`config.mk`:
```
export PLATFORM = sky130hd
export DESIGN_NAME = rgb_brightness_by_hsv_value_flat
export DESIGN_NICKNAME = d
export VERILOG_FILES = /design/src/rtl/rbhv_pkg.sv /design/src/rtl/rbhv_in_if.sv /design/src/rtl/rbhv_out_if.sv /design/src/rtl/rbhv_front.sv /design/src/rtl/rbhv_div_cell.sv /design/src/rtl/rgb_brightness_by_hsv_value.sv /design/src/flat_wrapper.sv
export VERILOG_INCLUDE_DIRS = /design/src /design/src/rtl
export SDC_FILE = /design/constraint.sdc
export NUM_CORES = 2
export LEC_CHECK = 0
export BUFFER_PORTS_ARGS = -buffer_cell sky130_fd_sc_hd__buf_2
export CAP_MARGIN = 0
export CORE_MARGIN = 2
export CORE_UTILIZATION = 63
export CTS_BUF_LIST = sky130_fd_sc_hd__clkbuf_4
export DETAILED_ROUTE_END_ITERATION = 12
export PLACE_DENSITY = 0.82
export SYNTH_ARGS = -nofsm -noshare
export SYNTH_HDL_FRONTEND = slang
export SYNTH_SLANG_ARGS = --single-unit
```
`constraint.sdc`:
```
create_clock -name clk -period 11.6 [get_ports clk]
set_clock_uncertainty 0.05 [all_clocks]
set_input_delay 2.32 -clock clk [delete_from_list [all_inputs] [get_ports clk]]
set_output_delay 2.32 -clock clk [all_outputs]
set_load 0.005 [all_outputs]
```
`src/rtl/rgb_brightness_by_hsv_value_assert.svh`:
```
// assertion macros shared by the rgb brightness rtl
`ifndef RGB_BRIGHTNESS_BY_HSV_VALUE_ASSERT_SVH
`define RGB_BRIGHTNESS_BY_HSV_VALUE_ASSERT_SVH

// condition must hold at every clock edge outside reset
`define RBHV_ASSERT_HOLDS(label, clk, rst_n, cond) \
    label: assert property (@(posedge clk) disable iff (!rst_n) (cond)) \
        else $error("rbhv invariant violated");

// consequent must hold in the same cycle as the antecedent
`define RBHV_ASSERT_IMPLIES(label, clk, rst_n, ante, cons) \
    label: assert property (@(posedge clk) disable iff (!rst_n) (ante) |-> (cons)) \
        else $error("rbhv implication violated");

`endif

```
`src/rtl/rbhv_pkg.sv`:
```
// types and constants for the rgb brightness block
`default_nettype none

package rbhv_pkg;

    localparam int CHAN_W    = 8;
    localparam int LEVEL_W   = 7;
    localparam int QUO_W     = 8;
    localparam int DEN_W     = 15;
    localparam int REM_W     = 15;
    localparam int PROD_W    = 15;
    localparam int NUM_W     = 23;
    localparam int NUM_LANES = 3;
    localparam int NUM_CELLS = QUO_W;

    localparam int FULL_SCALE = 255;
    localparam int PCT_MIN    = 1;
    localparam int PCT_MAX    = 100;

    localparam int LANE_RED   = 0;
    localparam int LANE_GREEN = 1;
    localparam int LANE_BLUE  = 2;

    // one channel's partial division
    typedef struct packed {
        logic [REM_W-1:0] rem;
        logic [QUO_W-1:0] num;
        logic [QUO_W-1:0] quo;
    } lane_t;

    // word handed from cell to cell
    typedef struct packed {
        logic [DEN_W-1:0]                 den;
        lane_t [NUM_LANES-1:0]            lane;
    } div_word_t;

endpackage

`default_nettype wire

```
`src/rtl/rbhv_in_if.sv`:
```
// pixel input channel
`default_nettype none

interface rbhv_in_if;
    logic       valid;
    logic       ready;
    logic [7:0] red_in;
    logic [7:0] green_in;
    logic [7:0] blue_in;
    logic [6:0] level;

    modport source (output valid, output red_in, output green_in, output blue_in,
                    output level, input ready);
    modport sink   (input valid, input red_in, input green_in, input blue_in,
                    input level, output ready);
endinterface

`default_nettype wire

```
`src/rtl/rbhv_out_if.sv`:
```
// adjusted pixel output channel
`default_nettype none

interface rbhv_out_if;
    logic       valid;
    logic       ready;
    logic [7:0] red_out;
    logic [7:0] green_out;
    logic [7:0] blue_out;

    modport source (output valid, output red_out, output green_out, output blue_out,
                    input ready);
    modport sink   (input valid, input red_out, input green_out, input blue_out,
                    output ready);
endinterface

`default_nettype wire

```
`src/rtl/rbhv_front.sv`:
```
// level clamp, max channel and dividend/divisor products (two stages)
`default_nettype none
`include "rgb_brightness_by_hsv_value_assert.svh"

module rbhv_front (
    input  wire logic                     clk,
    input  wire logic                     rst_n,
    input  wire logic                     in_valid,
    output logic                          in_ready,
    input  wire logic [7:0]               red,
    input  wire logic [7:0]               green,
    input  wire logic [7:0]               blue,
    input  wire logic [6:0]               level,
    output logic                          out_valid,
    input  wire logic                     out_ready,
    output rbhv_pkg::div_word_t           out_data
);
    import rbhv_pkg::*;

    logic                                  a_valid_reg;
    logic [LEVEL_W-1:0]                    a_lv_reg;
    logic [LEVEL_W-1:0]                    a_lv_next;
    logic [CHAN_W-1:0]                     a_mx_reg;
    logic [CHAN_W-1:0]                     a_mx_next;
    logic [NUM_LANES-1:0][CHAN_W-1:0]      a_chan_reg;
    logic [NUM_LANES-1:0][CHAN_W-1:0]      a_chan_next;
    logic                                  a_ready;

    logic                                  b_valid_reg;
    div_word_t                             b_data_reg;
    div_word_t                             b_data_next;
    logic                                  b_ready;

    logic [CHAN_W-1:0]                     mx;
    logic [CHAN_W-1:0]                     mn;
    logic [PROD_W-1:0]                     prod [NUM_LANES];
    logic [NUM_W-1:0]                      dividend [NUM_LANES];

    assign b_ready  = !b_valid_reg || out_ready;
    assign a_ready  = !a_valid_reg || b_ready;
    assign in_ready = a_ready;

    // stage a: clamp level, find max/min, fold grey and black onto 1/1
    always_comb
    begin
        if (level == '0)
            a_lv_next = LEVEL_W'(PCT_MIN);
        else if (level > LEVEL_W'(PCT_MAX))
            a_lv_next = LEVEL_W'(PCT_MAX);
        else
            a_lv_next = level;

        mx = red;
        if (green > mx) mx = green;
        if (blue > mx)  mx = blue;
        mn = red;
        if (green < mn) mn = green;
        if (blue < mn)  mn = blue;

        if (mx == mn)
        begin
            // grey: every channel gets the full new value
            a_mx_next              = CHAN_W'(1);
            a_chan_next[LANE_RED]   = CHAN_W'(1);
            a_chan_next[LANE_GREEN] = CHAN_W'(1);
            a_chan_next[LANE_BLUE]  = CHAN_W'(1);
        end
        else
        begin
            a_mx_next              = mx;
            a_chan_next[LANE_RED]   = red;
            a_chan_next[LANE_GREEN] = green;
            a_chan_next[LANE_BLUE]  = blue;
        end
    end

    // stage b: dividend lv*255*c, divisor 100*max
    always_comb
    begin
        b_data_next.den = DEN_W'(a_mx_reg) * DEN_W'(PCT_MAX);
        for (int k = 0; k < NUM_LANES; k++)
        begin
            prod[k]     = PROD_W'(a_lv_reg) * PROD_W'(a_chan_reg[k]);
            dividend[k] = {prod[k], {QUO_W{1'b0}}} - NUM_W'(prod[k]);
            b_data_next.lane[k].rem = dividend[k][NUM_W-1:QUO_W];
            b_data_next.lane[k].num = dividend[k][QUO_W-1:0];
            b_data_next.lane[k].quo = '0;
        end
    end

    always_ff @(posedge clk or negedge rst_n)
    begin
        if (!rst_n)
        begin
            a_valid_reg <= 1'b0;
            b_valid_reg <= 1'b0;
        end
        else
        begin
            if (a_ready)
                a_valid_reg <= in_valid;
            if (b_ready)
                b_valid_reg <= a_valid_reg;
        end
    end

    always_ff @(posedge clk)
    begin
        if (a_ready)
        begin
            a_lv_reg   <= a_lv_next;
            a_mx_reg   <= a_mx_next;
            a_chan_reg <= a_chan_next;
        end
        if (b_ready)
            b_data_reg <= b_data_next;
    end

    assign out_valid = b_valid_reg;
    assign out_data  = b_data_reg;

    `RBHV_ASSERT_HOLDS(a_max_nonzero, clk, rst_n, !a_valid_reg || (a_mx_reg != '0))
    `RBHV_ASSERT_IMPLIES(a_den_nonzero, clk, rst_n, b_valid_reg, b_data_reg.den != '0)

endmodule

`default_nettype wire

```
`src/rtl/rbhv_div_cell.sv`:
```
// one restoring division step for all three channels
`default_nettype none
`include "rgb_brightness_by_hsv_value_assert.svh"

module rbhv_div_cell (
    input  wire logic                     clk,
    input  wire logic                     rst_n,
    input  wire logic                     in_valid,
    output logic                          in_ready,
    input  wire rbhv_pkg::div_word_t      in_data,
    output logic                          out_valid,
    input  wire logic                     out_ready,
    output rbhv_pkg::div_word_t           out_data
);
    import rbhv_pkg::*;

    logic                  valid_reg;
    div_word_t             data_reg;
    div_word_t             data_next;
    logic [REM_W:0]        trial [NUM_LANES];
    logic [REM_W:0]        diff [NUM_LANES];
    logic                  fits [NUM_LANES];

    assign in_ready = !valid_reg || out_ready;

    // shift in the next dividend bit, subtract when it fits
    always_comb
    begin
        data_next.den = in_data.den;
        for (int k = 0; k < NUM_LANES; k++)
        begin
            trial[k] = {in_data.lane[k].rem, in_data.lane[k].num[QUO_W-1]};
            diff[k]  = trial[k] - {1'b0, in_data.den};
            fits[k]  = trial[k] >= {1'b0, in_data.den};
            data_next.lane[k].rem = fits[k] ? diff[k][REM_W-1:0] : trial[k][REM_W-1:0];
            data_next.lane[k].num = {in_data.lane[k].num[QUO_W-2:0], 1'b0};
            data_next.lane[k].quo = {in_data.lane[k].quo[QUO_W-2:0], fits[k]};
        end
    end

    always_ff @(posedge clk or negedge rst_n)
    begin
        if (!rst_n)
            valid_reg <= 1'b0;
        else if (in_ready)
            valid_reg <= in_valid;
    end

    always_ff @(posedge clk)
    begin
        if (in_ready)
            data_reg <= data_next;
    end

    assign out_valid = valid_reg;
    assign out_data  = data_reg;

    `RBHV_ASSERT_IMPLIES(a_red_rem_below, clk, rst_n, valid_reg, data_reg.lane[LANE_RED].rem < data_reg.den)
    `RBHV_ASSERT_IMPLIES(a_green_rem_below, clk, rst_n, valid_reg, data_reg.lane[LANE_GREEN].rem < data_reg.den)
    `RBHV_ASSERT_IMPLIES(a_blue_rem_below, clk, rst_n, valid_reg, data_reg.lane[LANE_BLUE].rem < data_reg.den)

endmodule

`default_nettype wire

```
`src/rtl/rgb_brightness_by_hsv_value.sv`:
```
// rgb pixel brightness by hsv value replacement, top level
// usage:
//   pixel (sink): one rgb pixel plus a brightness level in percent per
//     transaction; level 0 acts as 1, levels above 100 act as 100
//   adjusted (source): the pixel with hue and saturation kept and its
//     largest channel set to floor(level*255/100); every channel is
//     floor(level*255*c / (100*max)), grey and black give that value on
//     all three channels
//   pipeline: 2 front stages plus 8 division cells, one quotient bit per
//     cell, between an accepted pixel transaction and valid on adjusted
//   throughput: one pixel per clock while the receiver keeps ready high;
//     every stage is a pipeline register with its own valid bit, so
//     bubbles are squeezed out and pixel keeps taking transactions while
//     adjusted holds a result, until the chain has filled up
//   stall: adjusted holds its data while ready is low; pixel.ready is the
//     ready chain through all stages, so it falls only when all are full
//   reset: rst_n clears all valid bits at once, the chain comes up empty
//     and ready; nothing else is kept between pixels
`default_nettype none

module rgb_brightness_by_hsv_value (
    input  wire logic   clk,
    input  wire logic   rst_n,
    rbhv_in_if.sink     pixel,
    rbhv_out_if.source  adjusted
);
    import rbhv_pkg::*;

    // node k feeds cell k, node NUM_CELLS is the output register
    logic                 node_valid [NUM_CELLS+1];
    logic                 node_ready [NUM_CELLS+1];
    div_word_t            node_data  [NUM_CELLS+1];

    // clamp, max channel and the two products
    rbhv_front u_front (
        .clk       (clk),
        .rst_n     (rst_n),
        .in_valid  (pixel.valid),
        .in_ready  (pixel.ready),
        .red       (pixel.red_in),
        .green     (pixel.green_in),
        .blue      (pixel.blue_in),
        .level     (pixel.level),
        .out_valid (node_valid[0]),
        .out_ready (node_ready[0]),
        .out_data  (node_data[0])
    );

    // row of division cells, msb of the quotient first
    for (genvar k = 0; k < NUM_CELLS; k++)
    begin : g_cell
        rbhv_div_cell u_cell (
            .clk       (clk),
            .rst_n     (rst_n),
            .in_valid  (node_valid[k]),
            .in_ready  (node_ready[k]),
            .in_data   (node_data[k]),
            .out_valid (node_valid[k+1]),
            .out_ready (node_ready[k+1]),
            .out_data  (node_data[k+1])
        );
    end

    // last cell's register drives the output channel directly
    assign node_ready[NUM_CELLS] = adjusted.ready;
    assign adjusted.valid        = node_valid[NUM_CELLS];
    assign adjusted.red_out      = node_data[NUM_CELLS].lane[LANE_RED].quo;
    assign adjusted.green_out    = node_data[NUM_CELLS].lane[LANE_GREEN].quo;
    assign adjusted.blue_out     = node_data[NUM_CELLS].lane[LANE_BLUE].quo;

endmodule

`default_nettype wire

```
`src/flat_wrapper.sv`:
```
// flat-port wrapper written by rule: the top's interface ports become plain ports
module rgb_brightness_by_hsv_value_flat import rbhv_pkg::*;
  (clk, rst_n, pixel_valid, pixel_red_in, pixel_green_in, pixel_blue_in, pixel_level, pixel_ready, adjusted_valid, adjusted_red_out, adjusted_green_out, adjusted_blue_out, adjusted_ready);
  rbhv_in_if pixel_i ();
  rbhv_out_if adjusted_i ();
  input  wire logic clk;
  input  wire logic rst_n;
  input wire logic [$bits(pixel_i.valid)-1:0] pixel_valid;
  input wire logic [$bits(pixel_i.red_in)-1:0] pixel_red_in;
  input wire logic [$bits(pixel_i.green_in)-1:0] pixel_green_in;
  input wire logic [$bits(pixel_i.blue_in)-1:0] pixel_blue_in;
  input wire logic [$bits(pixel_i.level)-1:0] pixel_level;
  output wire logic [$bits(pixel_i.ready)-1:0] pixel_ready;
  output wire logic [$bits(adjusted_i.valid)-1:0] adjusted_valid;
  output wire logic [$bits(adjusted_i.red_out)-1:0] adjusted_red_out;
  output wire logic [$bits(adjusted_i.green_out)-1:0] adjusted_green_out;
  output wire logic [$bits(adjusted_i.blue_out)-1:0] adjusted_blue_out;
  input wire logic [$bits(adjusted_i.ready)-1:0] adjusted_ready;
  assign pixel_i.valid = pixel_valid;
  assign pixel_i.red_in = pixel_red_in;
  assign pixel_i.green_in = pixel_green_in;
  assign pixel_i.blue_in = pixel_blue_in;
  assign pixel_i.level = pixel_level;
  assign pixel_ready = pixel_i.ready;
  assign adjusted_valid = adjusted_i.valid;
  assign adjusted_red_out = adjusted_i.red_out;
  assign adjusted_green_out = adjusted_i.green_out;
  assign adjusted_blue_out = adjusted_i.blue_out;
  assign adjusted_i.ready = adjusted_ready;
  rgb_brightness_by_hsv_value u_core (.clk(clk), .rst_n(rst_n), .pixel(pixel_i), .adjusted(adjusted_i));
endmodule
```
After elaboration in Yosys (flattened, before gate mapping)
Cells that the tools add are included.
Widths: inputs -> output; s select.
{"block": "totals", "inputBits": 35, "word_cells": 202, "register_bits": 729}
{"block": "classes", "mux": 26, "n_eq_ne": 1, "n_addsub": 24, "magnitude_cmp": 29, "reduce_logical": 22, "multipliers": 4}
{"op": "$ge 16x15->1", "n": 24}
{"op": "$mux 15", "n": 21}
{"op": "$sub 15x15->15", "n": 21}
{"op": "$sub 23x15->23", "n": 3}
{"op": "$mul 7x8->15", "n": 3}
{"op": "$mux 8", "n": 4}
{"op": "$gt 8x8->1", "n": 2}
{"op": "$lt 8x8->1", "n": 2}
{"op": "$mul 8x5->13 const B", "n": 1}
{"op": "$logic_not 1->1", "n": 10}
{"op": "$logic_or 1x1->1", "n": 10}
{"op": "$eq 8x8->1", "n": 1}
{"op": "$gt 7x7->1 const B", "n": 1}
{"op": "$logic_not 7->1", "n": 1}
{"op": "$mux 7", "n": 1}
{"op": "$reduce_or 2->1", "n": 1}

Longest topological paths before layout
{"block": "depth", "ltp_word": 11, "mapped_depth": 26}

By module
A second synthesis with hierarchy kept.
{"block": "hier_totals", "hier_cells": 5597, "area_unflattened_um2": 63982.6}
{"mod": "rbhv_div_cell at u_core.g_cell[0].u_cell ...", "cells_each": 532, "n_inst": 5, "area_per_inst_um2": 6432.4, "seq_area_each_um2": 3178.0}
{"mod": "rbhv_front", "cells_each": 1348, "n_inst": 1, "area_per_inst_um2": 13568.0, "seq_area_each_um2": 3683.5}
{"mod": "rbhv_div_cell at u_core.g_cell[3].u_cell ...", "cells_each": 525, "n_inst": 2, "area_per_inst_um2": 6043.3, "seq_area_each_um2": 3178.0}
{"mod": "rbhv_div_cell at u_core.g_cell[2].u_cell", "cells_each": 539, "n_inst": 1, "area_per_inst_um2": 6165.9, "seq_area_each_um2": 3178.0}

Least setup slack after synthesis
Ideal clock, no wire load.
{"block": "synth_timing", "kind": "input to output", "start": "input adjusted_ready", "end": "output pixel_ready", "required_ps": 9230, "path_buffers": 0, "stages": 6, "arrival_ps": 6872, "path_slack_ps": 2358, "path_cell_list": "nor2b_1 > and2_1 > and3_1 > nand3_1 > nor2_1 > nand4_1"}
{"block": "synth_between", "elab_chain_len": 10}
{"item": "start: declaration", "line": "flat_wrapper.sv:18", "text": "input wire logic [$bits(adjusted_i.ready)-1:0] adjusted_ready;"}
{"item": "$logic_or 1x1->1 (6 in series)", "line": "rbhv_div_cell.sv:24", "text": "assign in_ready = !valid_reg || out_ready;"}
{"item": "named net u_core.g_cell[1].u_cell.out_ready", "line": "rbhv_div_cell.sv:12", "text": "input wire logic out_ready,"}
{"item": "$logic_or 1x1->1 (2 in series)", "line": "rbhv_div_cell.sv:24"}
{"item": "$logic_or 1x1->1", "line": "rbhv_front.sv:39", "text": "assign b_ready = !b_valid_reg || out_ready;"}
{"item": "$logic_or 1x1->1", "line": "rbhv_front.sv:40", "text": "assign a_ready = !a_valid_reg || b_ready;"}
{"item": "end: declaration", "line": "flat_wrapper.sv:13", "text": "output wire logic [$bits(pixel_i.ready)-1:0] pixel_ready;"}
The timed path passes the listed nets, and every way through them passes these cells.

Final worst setup path
{"block": "layout_timing", "start": "input pixel_red_in[5]", "end": "register u_core.u_front.a_chan_reg[21] in the netlist's numbering, data pin"}
{"block": "layout_between", "elab_chain_len": 5, "elab_cells_between_ends": 9, "cone_classes": "order compare (4); eq/ne (1); mux (4)"}
{"item": "start: declaration", "line": "flat_wrapper.sv:9", "text": "input wire logic [$bits(pixel_i.red_in)-1:0] pixel_red_in;"}
{"item": "$gt 8x8->1 or $lt 8x8->1 (tied branches)", "line": "rbhv_front.sv:54, rbhv_front.sv:57"}
{"item": "$mux 8, on equally long branches", "line": "rbhv_front.sv:54, rbhv_front.sv:57"}
{"item": "$gt 8x8->1 or $lt 8x8->1 (tied branches)", "line": "rbhv_front.sv:55, rbhv_front.sv:58"}
{"item": "$mux 8, on equally long branches", "line": "rbhv_front.sv:55, rbhv_front.sv:58"}
{"item": "$eq 8x8->1 *", "line": "rbhv_front.sv:60", "text": "if (mx == mn)"}
{"item": "end signal: assignment", "line": "rbhv_front.sv:113", "text": "a_chan_reg <= a_chan_next;"}
{"item": "end: declaration", "line": "rbhv_front.sv:25", "text": "logic [NUM_LANES-1:0][CHAN_W-1:0] a_chan_reg;"}
Mark *: on every way between the ends. The rest lies on a longest branch, timed or not.
A chain may end at the register's enable or synchronous reset.

==> reports/qor.json <==
{
  "synthesis": {
    "seq_area_frac_synth": 0.467,
    "synth-xor-area-share": 0.0482,
    "yosys.area_share.simple": 0.110,
    "synth_area_per_cell_um2": 11.6,
    "muxShareOfSynthArea": 0.0654,
    "post_synth_instance_area_um2": 46800,
    "synth_compound_area_frac": 0.0949,
    "post_synth_fa_ha_maj_area_fraction": 0.176,
    "synth_seq_cells": 729,
    "synth-main-ff-cell": "sky130_fd_sc_hd__edfxtp_1",
    "netlist_instances": 4023,
    "synth.net_count": 4650,
    "ys_warn_count": 0,
    "synth_largest_type_area_fraction": 0.461,
    "synth_top_family_by_area": "adder cells",
    "synth.distinct_cells": 98,
    "synth_edf_count": 719,
    "post_synth_main_area_contributors": "sky130_fd_sc_hd__edfxtp_1 46%, sky130_fd_sc_hd__ha_1 13%, sky130_fd_sc_hd__mux2_2 5.5%",
    "netlist.top_cell.by_area": "sky130_fd_sc_hd__edfxtp_1",
    "ys_async_sr_fraction": 0.0137
  },
  "sta": {
    "final_count_of_negative_setup_slack_endpoints": 0,
    "hold_violations": 0,
    "rsz0062_at_grt": "no",
    "final.period_utilization": 0.639,
    "max_slew.worst_pin.slew_ns": 1.28,
    "maxSlewViolCount": 0,
    "fmax_mhz": 135,
    "finalWorstPathRequiredPeriod_ns": 7.42,
    "total_neg_setup_slack_ns": 0,
    "slew_headroom": 0.141
  },
  "finish": {
    "layout_cell_share_with_drive_strength_beyond_1": 0.149,
    "layout-area-overhead-vs-synth_pct": 8.45,
    "finish.net_count": 4870,
    "largest_register_ffs": 598
  },
  "route": {
    "detail_route.first_pass.iterations": 6,
    "route.detailed.drc": 0,
    "drt-total-wl_um": 106000,
    "detailedRoute.firstIterationViolations": 2144,
    "detail_route.vias_per_cell": 5.85,
    "ant_nets": 0,
    "total_via_count_after_detailed_routing": 31300,
    "routed_wire_length_per_instance_um": 19.8
  },
  "setup_path": {
    "worst-endpoint-required_ns": 12.35,
    "r2r_setup_slack_ns": 4.37,
    "regToRegStartpoint": "u_core.u_front.a_lv_reg[6]",
    "timing.setup.critical_path_class": "in2reg",
    "timing.critical_path.from_type": "primary input",
    "crit_fanout": 18,
    "worstReg2RegEnd": "u_core.u_front.out_data[89]",
    "worstSetupEndpointType": "register",
    "r2r_cells": 23,
    "critical_path_at_ns": 8.17
  },
  "global_route": {
    "grt_usage": 0.280,
    "grt_max_degree": 84,
    "grt_antenna_before_repair": 1,
    "overflow": 0,
    "number_of_global_route_vias_before_repair": 31500,
    "grt_first_pass_wirelength_um": 167000
  },
  "clock_tree": {
    "cts-buffers-inserted": 178,
    "htreeDepth": 4,
    "clock_path_buffers": 3,
    "holdBufCountCts": 0,
    "postCtsResizedCells": 0,
    "clock_tree_from_tritoncts": "yes",
    "post_cts.repair.setup_buffers": 0,
    "clk_latency_ns": 1.09,
    "clock_transition_at_the_registers_of_the_reported_paths_ns": 0.08,
    "library_cell_used_as_clock_root_buffer": "sky130_fd_sc_hd__clkbuf_4",
    "clkSinkCount": 729
  },
  "min_path": {
    "min_delay_path_depth": 0,
    "hold_ep": "u_core.g_cell[1].u_cell.out_data[72]",
    "min_from": "u_core.g_cell[0].u_cell.out_data[71]",
    "hold_path_class": "reg2reg"
  },
  "floorplan": {
    "die_w_um": 277,
    "floorplan.die_area_um2": 76500,
    "starting_density_of_the_core": 0.639,
    "num_rows": 99,
    "placeableCoreArea_um2": 73200,
    "pin_count": 61,
    "fp.dieH_um": 277
  },
  "placed_design": {
    "routability_congestion_estimate": 0.916,
    "port_buffers": 60,
    "dp_hpwl_um": 82200
  },
  "outcome": {
    "outcome": "completed"
  },
  "run": {
    "max-cap-violations": 0
  }
}
[cell families (layout without fill, tap and decap cells)]
kind of cell / count (synthesis) / after routing
AO/OA/AOI/OAI: 673 / 673
XOR/XNOR: 252 / 252
adder cells (fa/ha/maj): 594 / 594
buffers and inverters: 461 / 829
flip-flops: 729 / 729
multiplexers: 277 / 277
other: 0 / 1
AND/OR/NAND/NOR: 1037 / 1037
[per-stage QoR]
step	hold slack (ns)	util	std cells	setup WS, ns	cell area, um^2
floorplan	0.350	-	4023	2.36	46800
global placement	0.350	0.661	5022	3.19	48400
detailed placement	0.355	0.661	5022	3.25	48400
CTS	0.325	0.693	5350	4.40	50800
global route	0.333	0.693	5351	3.77	50800
finish	0.327	0.693	5351	4.18	50800
[placed cells by master (no fill, tap or decap), drive strengths merged, types with 38 or more instances in the layout]
master / count
a21boi: 72
a21o: 74
a21oi: 182
and2: 158
buf: 87
clkbuf: 248
clkinv: 67
edfxtp: 719
fa: 111
ha: 481
inv: 419
mux2: 229
mux2i: 48
nand2: 255
nand2b: 38
nand3: 84
nand4: 51
nor2: 235
nor2b: 68
nor3: 60
o21ai: 170
xnor2: 154
xor2: 97
[worst max-delay path, stage by stage]
cell                        delay [ns]
sky130_fd_sc_hd__buf_2            0.15
sky130_fd_sc_hd__inv_1            0.09
sky130_fd_sc_hd__ha_1             0.29
sky130_fd_sc_hd__a211oi_1         0.24
sky130_fd_sc_hd__nor2_1           0.09
sky130_fd_sc_hd__or2_1            0.27
sky130_fd_sc_hd__nor2_1           0.75
sky130_fd_sc_hd__a21oi_1          0.23
sky130_fd_sc_hd__ha_1             0.37
sky130_fd_sc_hd__a2111oi_2        0.50
sky130_fd_sc_hd__o211ai_1         0.17
sky130_fd_sc_hd__a31oi_1          0.92
sky130_fd_sc_hd__nand2_1          0.11
sky130_fd_sc_hd__a22oi_1          0.28
sky130_fd_sc_hd__nor4_1           0.12
sky130_fd_sc_hd__a2111oi_2        0.44
sky130_fd_sc_hd__o221ai_2         0.35
sky130_fd_sc_hd__buf_4            0.31
sky130_fd_sc_hd__and2_1           0.17
[area by class of cell]
cell class              count  area (um^2)
diodes                      1         2.50
clock buffers             248         1860
clock inverters            80          544
fillers                  5205        22400
inverters                 414         1560
multi-input cells        2833        23300
flip-flops and latches    729        21800
well taps                 959         1200
repair buffers             87          503
[metal layers]
layer | global-route usage | part of all wire | up-vias
met5 | 0 | 0 | -
met4 | 0.145 | 0.049 | 0
met3 | 0.0413 | 0.045 | 259
met2 | 0.499 | 0.51 | 901
met1 | 0.330 | 0.40 | 15000
li1 | - | - | 15100
[how the worst max path moves through the flow]
stage,start,to,slack (ns),depth (start not counted)
floorplan,adjusted_ready,pixel_ready,2.36,6
global placement,pixel_red_in[5],u_core.u_front.a_chan_reg[15],3.19,20
detailed placement,pixel_red_in[5],u_core.u_front.a_chan_reg[19],3.25,19
CTS,adjusted_ready,pixel_ready,4.40,9
global route,pixel_red_in[5],u_core.u_front.a_chan_reg[20],3.77,19
finish,pixel_red_in[5],u_core.u_front.a_chan_reg[21],4.18,19
[Yosys cell counts, types with 19 or more instances]
master and instances:
sky130_fd_sc_hd__fa_1 111, sky130_fd_sc_hd__o21a_1 20, sky130_fd_sc_hd__a21boi_0 62, sky130_fd_sc_hd__buf_2 25, sky130_fd_sc_hd__a21oi_1 178, sky130_fd_sc_hd__nand3_1 84
sky130_fd_sc_hd__edfxtp_1 719, sky130_fd_sc_hd__o21ai_0 106, sky130_fd_sc_hd__nor2b_1 68, sky130_fd_sc_hd__inv_1 414, sky130_fd_sc_hd__nor4_1 19, sky130_fd_sc_hd__mux2_2 228
sky130_fd_sc_hd__a21o_1 73, sky130_fd_sc_hd__mux2i_1 47, sky130_fd_sc_hd__nand4_1 51, sky130_fd_sc_hd__nor3_1 59, sky130_fd_sc_hd__clkbuf_1 19, sky130_fd_sc_hd__and2_1 158
sky130_fd_sc_hd__and3_1 30, sky130_fd_sc_hd__xor2_1 96, sky130_fd_sc_hd__nor2_1 233, sky130_fd_sc_hd__nand2_1 255, sky130_fd_sc_hd__xnor2_1 152, sky130_fd_sc_hd__o21ai_1 61
sky130_fd_sc_hd__ha_1 481, sky130_fd_sc_hd__nand2b_1 38
Power is left out: the tool's default activity adds up to more than one toggle a clock period on the data nets, which glitch-free logic cannot reach.
